## config.mk

```make
export PLATFORM = sky130hd
export DESIGN_NAME = sliding_hist_offset_gen
export DESIGN_NICKNAME = d
export VERILOG_FILES = /design/src/sliding_hist_pkg.sv /design/src/sliding_hist_offset_gen.sv
export SDC_FILE = /design/constraint.sdc
export NUM_CORES = 1
export LEC_CHECK = 0
export BUFFER_PORTS_ARGS = -buffer_cell sky130_fd_sc_hd__buf_2
export CAP_MARGIN = 20
export CORE_AREA = 2 2 39 41
export CTS_BUF_LIST = sky130_fd_sc_hd__clkbuf_16
export DETAILED_ROUTE_END_ITERATION = 10
export DIE_AREA = 0 0 41 43
export GPL_ROUTABILITY_DRIVEN = 0
export PLACE_DENSITY_LB_ADDON = 0.05
export SETUP_SLACK_MARGIN = 0.02
export SLEW_MARGIN = 20
export SYNTH_ARGS = -nofsm -noshare
export SYNTH_HDL_FRONTEND = slang
export SYNTH_SLANG_ARGS = --single-unit
export TNS_END_PERCENT = 50
```

## constraint.sdc

```tcl
create_clock -name clk -period 1.7 [get_ports clk]
set_input_delay 0.17 -clock clk [delete_from_list [all_inputs] [get_ports clk]]
set_output_delay 0.17 -clock clk [all_outputs]
set_load 0.05 [all_outputs]
```

## src/sliding_hist_pkg.sv

```systemverilog
// shared widths and default sizes for the sliding-scale pulse histogram
// no dependencies; imported by every module of the block
`timescale 1ns / 1ps

package sliding_hist_pkg;

  // fixed field widths of the pulse and result requests
  localparam int CODE_W      = 12;
  localparam int OFS_OUT_W   = 7;
  localparam int BIN_W       = 10;
  localparam int COUNT_OUT_W = 24;

  // default sizes handed to the top level parameters
  localparam int NUM_BINS_DEF   = 1024;
  localparam int COUNT_BITS_DEF = 24;
  localparam int OFFSET_TOP_DEF = 127;

endpackage

```

## src/sliding_hist_offset_gen.sv

```systemverilog
// sliding-scale offset generator: triangle count between 0 and OFFSET_TOP
// depends on sliding_hist_pkg
`timescale 1ns / 1ps

module sliding_hist_offset_gen
  import sliding_hist_pkg::*;
#(
  parameter int OFFSET_TOP = OFFSET_TOP_DEF,
  localparam int OFS_W = (OFFSET_TOP > 1) ? $clog2(OFFSET_TOP + 1) : 1
) (
  input  logic             clk,
  input  logic             rst,
  input  logic             step,
  output logic [OFS_W-1:0] offset
);

  localparam logic [OFS_W-1:0] TOP = OFS_W'(OFFSET_TOP);

  logic [OFS_W-1:0] offset_value;
  logic [OFS_W-1:0] offset_value_next;
  logic             offset_falling;
  logic             offset_falling_next;

  always_comb begin
    offset_value_next   = offset_value;
    offset_falling_next = offset_falling;
    if (!offset_falling) begin
      offset_value_next = offset_value + 1'b1;
      if (offset_value_next == TOP) begin
        offset_falling_next = 1'b1;
      end
    end else begin
      offset_value_next = offset_value - 1'b1;
      if (offset_value_next == '0) begin
        offset_falling_next = 1'b0;
      end
    end
  end

  always_ff @(posedge clk) begin
    if (rst) begin
      offset_value   <= '0;
      offset_falling <= 1'b0;
    end else if (step) begin
      offset_value   <= offset_value_next;
      offset_falling <= offset_falling_next;
    end
  end

  assign offset = offset_value;

endmodule

```

=== Word level (Yosys, flattened, before mapping) ===
Cells that the tools add are included.

* Register bits after elaboration: 8
* Bits of input ports: 3
* Logic and storage cells: 10

* Add/sub/neg operators: 2
* Eq/ne operators: 1
* Multiplexer cells: 4
* Reductions and logical operators: 1

{| class="wikitable"
|+ Operators with widths
! kind !! count
|-
| $add A7 B1 Y7 const B || 1
|-
| $eq A7 B7 Y1 const B || 1
|-
| $logic_not A7 Y1 || 1
|-
| $mux W7 || 1
|-
| $sub A7 B1 Y7 const B || 1
|-
| $mux W1 || 3
|}

=== Longest topological paths before layout ===
Gate-level depths: netlist of run 1.

* Word-level depth: 4
* Mapped depth: 6
* Gate-level depth less buffers: 6

=== Least setup slack after synthesis of run 1 ===
No wires, ideal clock.

* Path type: reg-to-reg
* From: register offset_value[0], in the netlist offset[0]
* To: register offset_falling
* Arrival: 1.745 ns
* Data required time: 1.566 ns
* Setup slack: -0.178 ns
* Cell stages (with the launch flop): 6
* Path buffers: 0
* Clock period less this slack: 1.878 ns
* Cell sequence: dfxtp_1 inv_1 ha_1 o31a_1 o31ai_1 o211ai_1

* Longest elaborated chain between the ends: 4

{| class="wikitable"
|+ RTL lines
! element !! line !! source
|-
| from (decl) || sliding_hist_offset_gen.sv:19 || <nowiki>logic [OFS_W-1:0] offset_value;</nowiki>
|-
| from (signal assigned) || sliding_hist_offset_gen.sv:45 || <nowiki>offset_value <= offset_value_next;</nowiki>
|-
| $add A7 B1 Y7 or $sub A7 B1 Y7 (tied branches) || sliding_hist_offset_gen.sv:28, sliding_hist_offset_gen.sv:33 ||
|-
| $eq A7 B7 Y1 or $logic_not A7 Y1 (tied branches) || sliding_hist_offset_gen.sv:29, sliding_hist_offset_gen.sv:34 ||
|-
| $mux W1 (on tied branches) || sliding_hist_offset_gen.sv:29, sliding_hist_offset_gen.sv:34 ||
|-
| $mux W1 * || sliding_hist_offset_gen.sv:27 || <nowiki>if (!offset_falling) begin</nowiki>
|-
| to (signal assigned) || sliding_hist_offset_gen.sv:46 || <nowiki>offset_falling <= offset_falling_next;</nowiki>
|-
| to (decl) || sliding_hist_offset_gen.sv:21 || <nowiki>logic offset_falling;</nowiki>
|}

Mark *: on every way between the ends. The rest lies on a longest branch, timed or not.
A chain may end at the register's enable or synchronous reset.

=== Worst setup path after layout of run 1 ===
Ends and elaborated chain as after synthesis.

==> flow_summary.yaml, run 1 <==
route:
  drt-pass1-iter-count: 4
  via_per_inst: 5.61
  drc: 0
  wire_per_inst_um: 13.8
  drtIter0Drc: 9
  antenna_left: 0
  vias: 561
  routed_wirelength_mm: 1.38
floorplanning:
  coreArea_mm2: 0.00138
  initial_core_util_pct: 45.8
  dieArea_mm2: 0.00176
  fp.dieH_um: 43
  die_w_um: 41
  io_pins: 10
  fp-row-count: 14
finish:
  antenna_cells: 0
  fill_cells: 129
  final_cell_mix: "10 x nor2_1, 9 x buf_2, 7 x xnor2_1, 6 x dfxtp_1, 5 x nand4b_1"
  finalNonFillerCells: 100
  drive_above_1_share_pct: 23.8
  final_nets: 93
  seqCellArea_um2: 163
  syn_to_final_growth_pct: 19.4
  multi_input_area_um2: 434
  final_common_cell: "nor2_1"
power:
  p_int_w: 0.000530
  clockPowerShare_pct: 56.9
  leakagePower_nw: 0.289
  ir_worst_vdd_mv: 0.597
  power_switching_share_pct: 23.5
  p_comb_share_pct: 12.8
  seq_power_share_pct: 30.3
  power_switching_w: 0.000163
  cellPowerDensity_mw_per_mm2: 917
clock_tree:
  cts_resized: 0
  cts_buffers: 3
  cts_setup_buffers: 0
  cts_buffer_depth: 2
  cts_root_buf: "clkbuf_16"
  path_clk_slew_ns: 0.04
  h-tree-depth: 1
  tritoncts: "yes"
  clock-sinks: 8
  cts_hold_buf: 0
  insertion_delay_ns: 0.23
synthesis:
  synth_compound_area_share_pct: 11.5
  synth_cell_types: 34
  synth.mux.area_fraction_pct: 1.58
  synth_seq_cells: 8
  ys_seq_area_share_pct: 25.3
  synth_top_cell_by_area: "dfxtp_1"
  synth_fp_nets: 82
  yosys_warnings: 0
  syn_inst: 75
  avgSynthCellArea_um2: 8.44
  synth_top_family_by_area: "simple AND/OR/NAND/NOR gates"
  synth_top_area_share_pct: 25.3
  synth-simple-area-share_pct: 33.8
  synth_area_leaders: "dfxtp_1 25%, xnor2_1 9.7%, ha_1 7.9%"
  synthAdderAreaFrac_pct: 7.91
  synth_xor_xnor_area_share_pct: 13.8
  syn_area_um2: 633
setup_path:
  worstPathRequired_ns: 1.80
  worstSetupPathType: "reg2reg"
  crit_arrival_ns: 1.63
  path_max_fanout: 9
  endpoint_kind: "flop"
  r2r-start: "offset[0]$_SDFFE_PP0P_"
  startpoint_type: "flop"
  cp-startpoint: "offset[0]$_SDFFE_PP0P_"
global_routing:
  track_usage_pct: 19.8
  grt_pass1_wl_mm: 2.30
  grt_max_degree: 13
  grt_pass1_vias: 501
  grt_use_met3_pct: 4.71
  grt.overflow.total: 0
  antenna_found_initial: 0
  use_met1_pct: 27.2
  grt_use_met2_pct: 26.9
  busiest_layer: "met1"
sta:
  grt_setup_unrepaired: "no"
  hold_viol: 0
  period_share_pct: 89.5
  setup_viol: 0
  max_slew_margin_pct: 70.2
  worst_pin_slew_ns: 0.446
  fin_setup_tns_ns: 0
  timing.final.crit_period_ns: 1.52
  max_freq_mhz: 657
  slew_violations: 0
  skew_ns: 0.00145
worst_hold_path:
  holdCritStartpoint: "step"
  holdCritPathClass: "in2reg"
place:
  placed_cells_incl_taps: 97
  dp_hpwl_mm: 1.00
  portBuffers: 9
run:
  maxCapViolCount: 0
status:
  status: "finished, final reports clean"
==> registers in the layout, indices dropped and copies added, names as in the netlist <==
name,cells
offset,7
offset_falling,1
==> through the flow <==
stage / util [%] / total power, W / hold WS (ns) / area (um^2) / worst slack [ns]
finish: 54.6 / 0.000693 / 0.219 / 756 / 0.178
global route: 54.6 / 0.000724 / 0.245 / 756 / 0.110
CTS: 54.6 / 0.000704 / 0.216 / 756 / 0.176
detailed placement: 49.2 / 0.000302 / 0.458 / 681 / 0.179
global placement: 49.2 / 0.000301 / 0.456 / 681 / 0.227
floorplan: - / 0.000281 / 0.258 / 636 / 0.0697
==> layer usage <==
metal	wire [um]	part of all wire [%]
met5	0	0
met4	17	1.2
met3	59	4.3
met2	657	48
met1	645	47
==> power groups by stage <==
stage	clock network (W)	registers, W	logic, W
6_report	0.000394	0.000210	0.0000887
5_1_grt	0.000414	0.000211	0.0000988
3_3_place_gp	0	0.000212	0.0000894
3_5_place_dp	0	0.000213	0.0000890
4_1_cts	0.000404	0.000210	0.0000895
2_1_floorplan	0	0.000228	0.0000533
==> cell families (layout without fill, tap and decap cells) <==
kind of cell    count (synthesis)  count (layout)
compound gates                 11              11
xor+xnor                       10              10
fa+ha+maj                       4               4
buf+inv                         7              16
flops                           8               8
mux                             1               1
simple gates                   34              34
==> synthesized netlist by cell type, drive strengths merged <==
| master | number |
|---|---|
| a211oi | 1 |
| a21oi | 3 |
| a22oi | 1 |
| and3 | 1 |
| and3b | 1 |
| buf | 3 |
| clkbuf | 1 |
| dfxtp | 8 |
| ha | 4 |
| inv | 3 |
| mux2i | 1 |
| nand2 | 3 |
| nand2b | 1 |
| nand3 | 2 |
| nand3b | 2 |
| nand4 | 1 |
| nand4b | 5 |
| nand4bb | 1 |
| nor2 | 11 |
| nor2b | 2 |
| nor3 | 2 |
| nor4b | 1 |
| o211ai | 1 |
| o21ai | 3 |
| o31a | 1 |
| o31ai | 1 |
| or2b | 1 |
| xnor2 | 7 |
| xor2 | 3 |
==> critical path, stage by stage (launching register included) <==
cell and delay, ns:
dfxtp_2 0.42, inv_1 0.09, ha_1 0.28, o31a_1 0.30, o31ai_1 0.19, o211ai_1 0.11
==> cell type report <==
cell class | instances | area share (%)
sequential | 8 | 21.5
clock buffer | 3 | 9.93
timing repair buffer | 10 | 6.95
inverter | 3 | 1.49
tap | 16 | 2.65
multi-input combinational | 60 | 57.5
==> final timing paths <==
check / end / slack [ns] / cells after the start
setup reg to reg: offset_falling$_SDFFE_PP0P_ / 0.18 / 5
setup / recovery: offset_falling$_SDFFE_PP0P_ / 0.18 / 5
hold / removal: offset[1]$_SDFFE_PP0P_ / 0.22 / 2
hold reg to reg: offset[1]$_SDFFE_PP0P_ / 0.55 / 2
Power figures use the tool's default switching activity.
==> run 2, diff against run 1 <==
--- a/config.mk
+++ b/config.mk
@@ -7,10 +7,10 @@
 export LEC_CHECK = 0
 export BUFFER_PORTS_ARGS = -buffer_cell sky130_fd_sc_hd__buf_2
 export CAP_MARGIN = 20
-export CORE_AREA = 2 2 39 41
+export CORE_AREA = 8 8 45 47
 export CTS_BUF_LIST = sky130_fd_sc_hd__clkbuf_16
 export DETAILED_ROUTE_END_ITERATION = 10
-export DIE_AREA = 0 0 41 43
+export DIE_AREA = 0 0 53 55
 export GPL_ROUTABILITY_DRIVEN = 0
 export PLACE_DENSITY_LB_ADDON = 0.05
 export SETUP_SLACK_MARGIN = 0.02
==> flow_summary.yaml, run 2 (synthesized netlist as in run 1, its figures left out) <==
worst_hold_path:
  holdCritPathClass: "in2reg"
  holdCritStartpoint: "step"
  hold_depth: 2
finish:
  largest_register_ff_count: 7
  antenna_cells: 0
  drive_above_1_share_pct: 23.8
  final_cell_mix: "10 x nor2_1, 9 x buf_2, 7 x xnor2_1, 6 x dfxtp_1, 5 x nand4b_1"
  syn_to_final_growth_pct: 19.4
  final_common_cell: "nor2_1"
  fin_util_pct: 54.6
  final_nets: 93
global_routing:
  grt.overflow.total: 0
  grt_pass1_wl_mm: 2.44
  track_usage_pct: 11.7
  grt_max_degree: 13
  antenna_found_initial: 0
  grt_pass1_vias: 536
sta:
  skew_ns: 0.00200
  fin_setup_tns_ns: 0
  hold_viol: 0
  worst_pin_slew_ns: 0.413
  period_share_pct: 91.3
  grt_setup_unrepaired: "no"
  timing.final.crit_period_ns: 1.55
  setup_viol: 0
  max_freq_mhz: 644
  slew_violations: 0
  max_slew_margin_pct: 72.4
clock_tree:
  tritoncts: "yes"
  cts_buffers: 3
  cts_resized: 0
  path_clk_slew_ns: 0.04
  cts_setup_buffers: 0
  h-tree-depth: 1
  clock-sinks: 8
  insertion_delay_ns: 0.23
  cts_hold_buf: 0
  cts_buffer_depth: 2
  cts_root_buf: "clkbuf_16"
setup_path:
  cp-startpoint: "offset[0]$_SDFFE_PP0P_"
  crit_buf_inv: 1
  worstSetupPathType: "reg2reg"
  worstPathRequired_ns: 1.80
  endpoint_kind: "flop"
  reg2reg_depth: 5
  cp_slowest_cell: "dfxtp_2"
  slowest_delay_ns: 0.42
  critPathCapture: "offset_falling$_SDFFE_PP0P_"
  startpoint_type: "flop"
  path_max_fanout: 9
  r2r-start: "offset[0]$_SDFFE_PP0P_"
  critPathTopFamily: "compound AO/OA/AOI/OAI gates"
  rr_endpoint: "offset_falling$_SDFFE_PP0P_"
  crit_arrival_ns: 1.65
  reg2reg_slack_ns: 0.15
  path_cells: "inv_1 -> ha_1 -> o31a_1 -> o31ai_1 -> o211ai_1"
  cp.depth: 5
floorplanning:
  die_w_um: 53
  initial_core_util_pct: 45.8
  coreArea_mm2: 0.00138
  fp-row-count: 14
  fp.dieH_um: 55
  dieArea_mm2: 0.00292
  io_pins: 10
power:
  leakagePower_nw: 0.289
  cellPowerDensity_mw_per_mm2: 924
  ir_worst_vdd_mv: 0.668
route:
  antenna_left: 0
  vias: 561
  wire_per_inst_um: 14.5
  drc: 0
  via_per_inst: 5.61
  routed_wirelength_mm: 1.45
  drtIter0Drc: 11
  drt-pass1-iter-count: 4
place:
  dp_hpwl_mm: 1.01
  portBuffers: 9
status:
  status: "finished, final reports clean"
run:
  maxCapViolCount: 0
==> run 2: cell counts in the layout (fill, tap and decap cells not counted) <==
Identical to the previous run, type by type.
==> run 2: report_power, final <==
part           leakage [nW]  switching [W]  total [W]  internal [W]
sequential           0.0655      0.0000147   0.000210      0.000195
clock                0.0370      0.0000950   0.000398      0.000303
combinational         0.187      0.0000582  0.0000901     0.0000319
total                 0.289       0.000168   0.000699      0.000531
==> run 2: worst min-delay path by stage <==
stage,slack [ns],endpoint
floorplan,0.26,offset[1]$_SDFFE_PP0P_
global placement,0.46,offset[1]$_SDFFE_PP0P_
detailed placement,0.47,offset[1]$_SDFFE_PP0P_
CTS,0.23,offset[1]$_SDFFE_PP0P_
global route,0.24,offset[1]$_SDFFE_PP0P_
finish,0.22,offset[1]$_SDFFE_PP0P_
==> run 2: cell type report <==
cell class	instances	area [um^2]
Clock buffer	3	75.1
Fill cell	127	628
Inverter	3	11.3
Multi-Input combinational cell	60	434
Sequential cell	8	163
Tap cell	16	20.0
Timing Repair Buffer	10	52.6
==> run 2: layer usage <==
| metal | vias up | share of wire [%] | routed length (um) | track usage [%] |
|---|---|---|---|---|
| met2 | 16 | 44 | 640 | 18.0 |
| li1 | 279 | - | - | - |
| met3 | 3 | 4.2 | 61 | 4.28 |
| met5 | - | 0 | 0 | 0 |
| met1 | 263 | 50 | 721 | 13.4 |
| met4 | 0 | 1.7 | 24 | 7.76 |
==> run 2: through the flow <==
stage	setup WS, ns	std cells	cell area [um^2]	power [W]	hold WS (ns)
3_5_place_dp	0.159	97	681	0.000302	0.466
4_1_cts	0.140	100	756	0.000705	0.226
6_report	0.148	100	756	0.000699	0.220
2_1_floorplan	0.0697	75	636	0.000281	0.258
5_1_grt	0.0400	100	756	0.000731	0.241
3_3_place_gp	0.231	97	681	0.000301	0.460
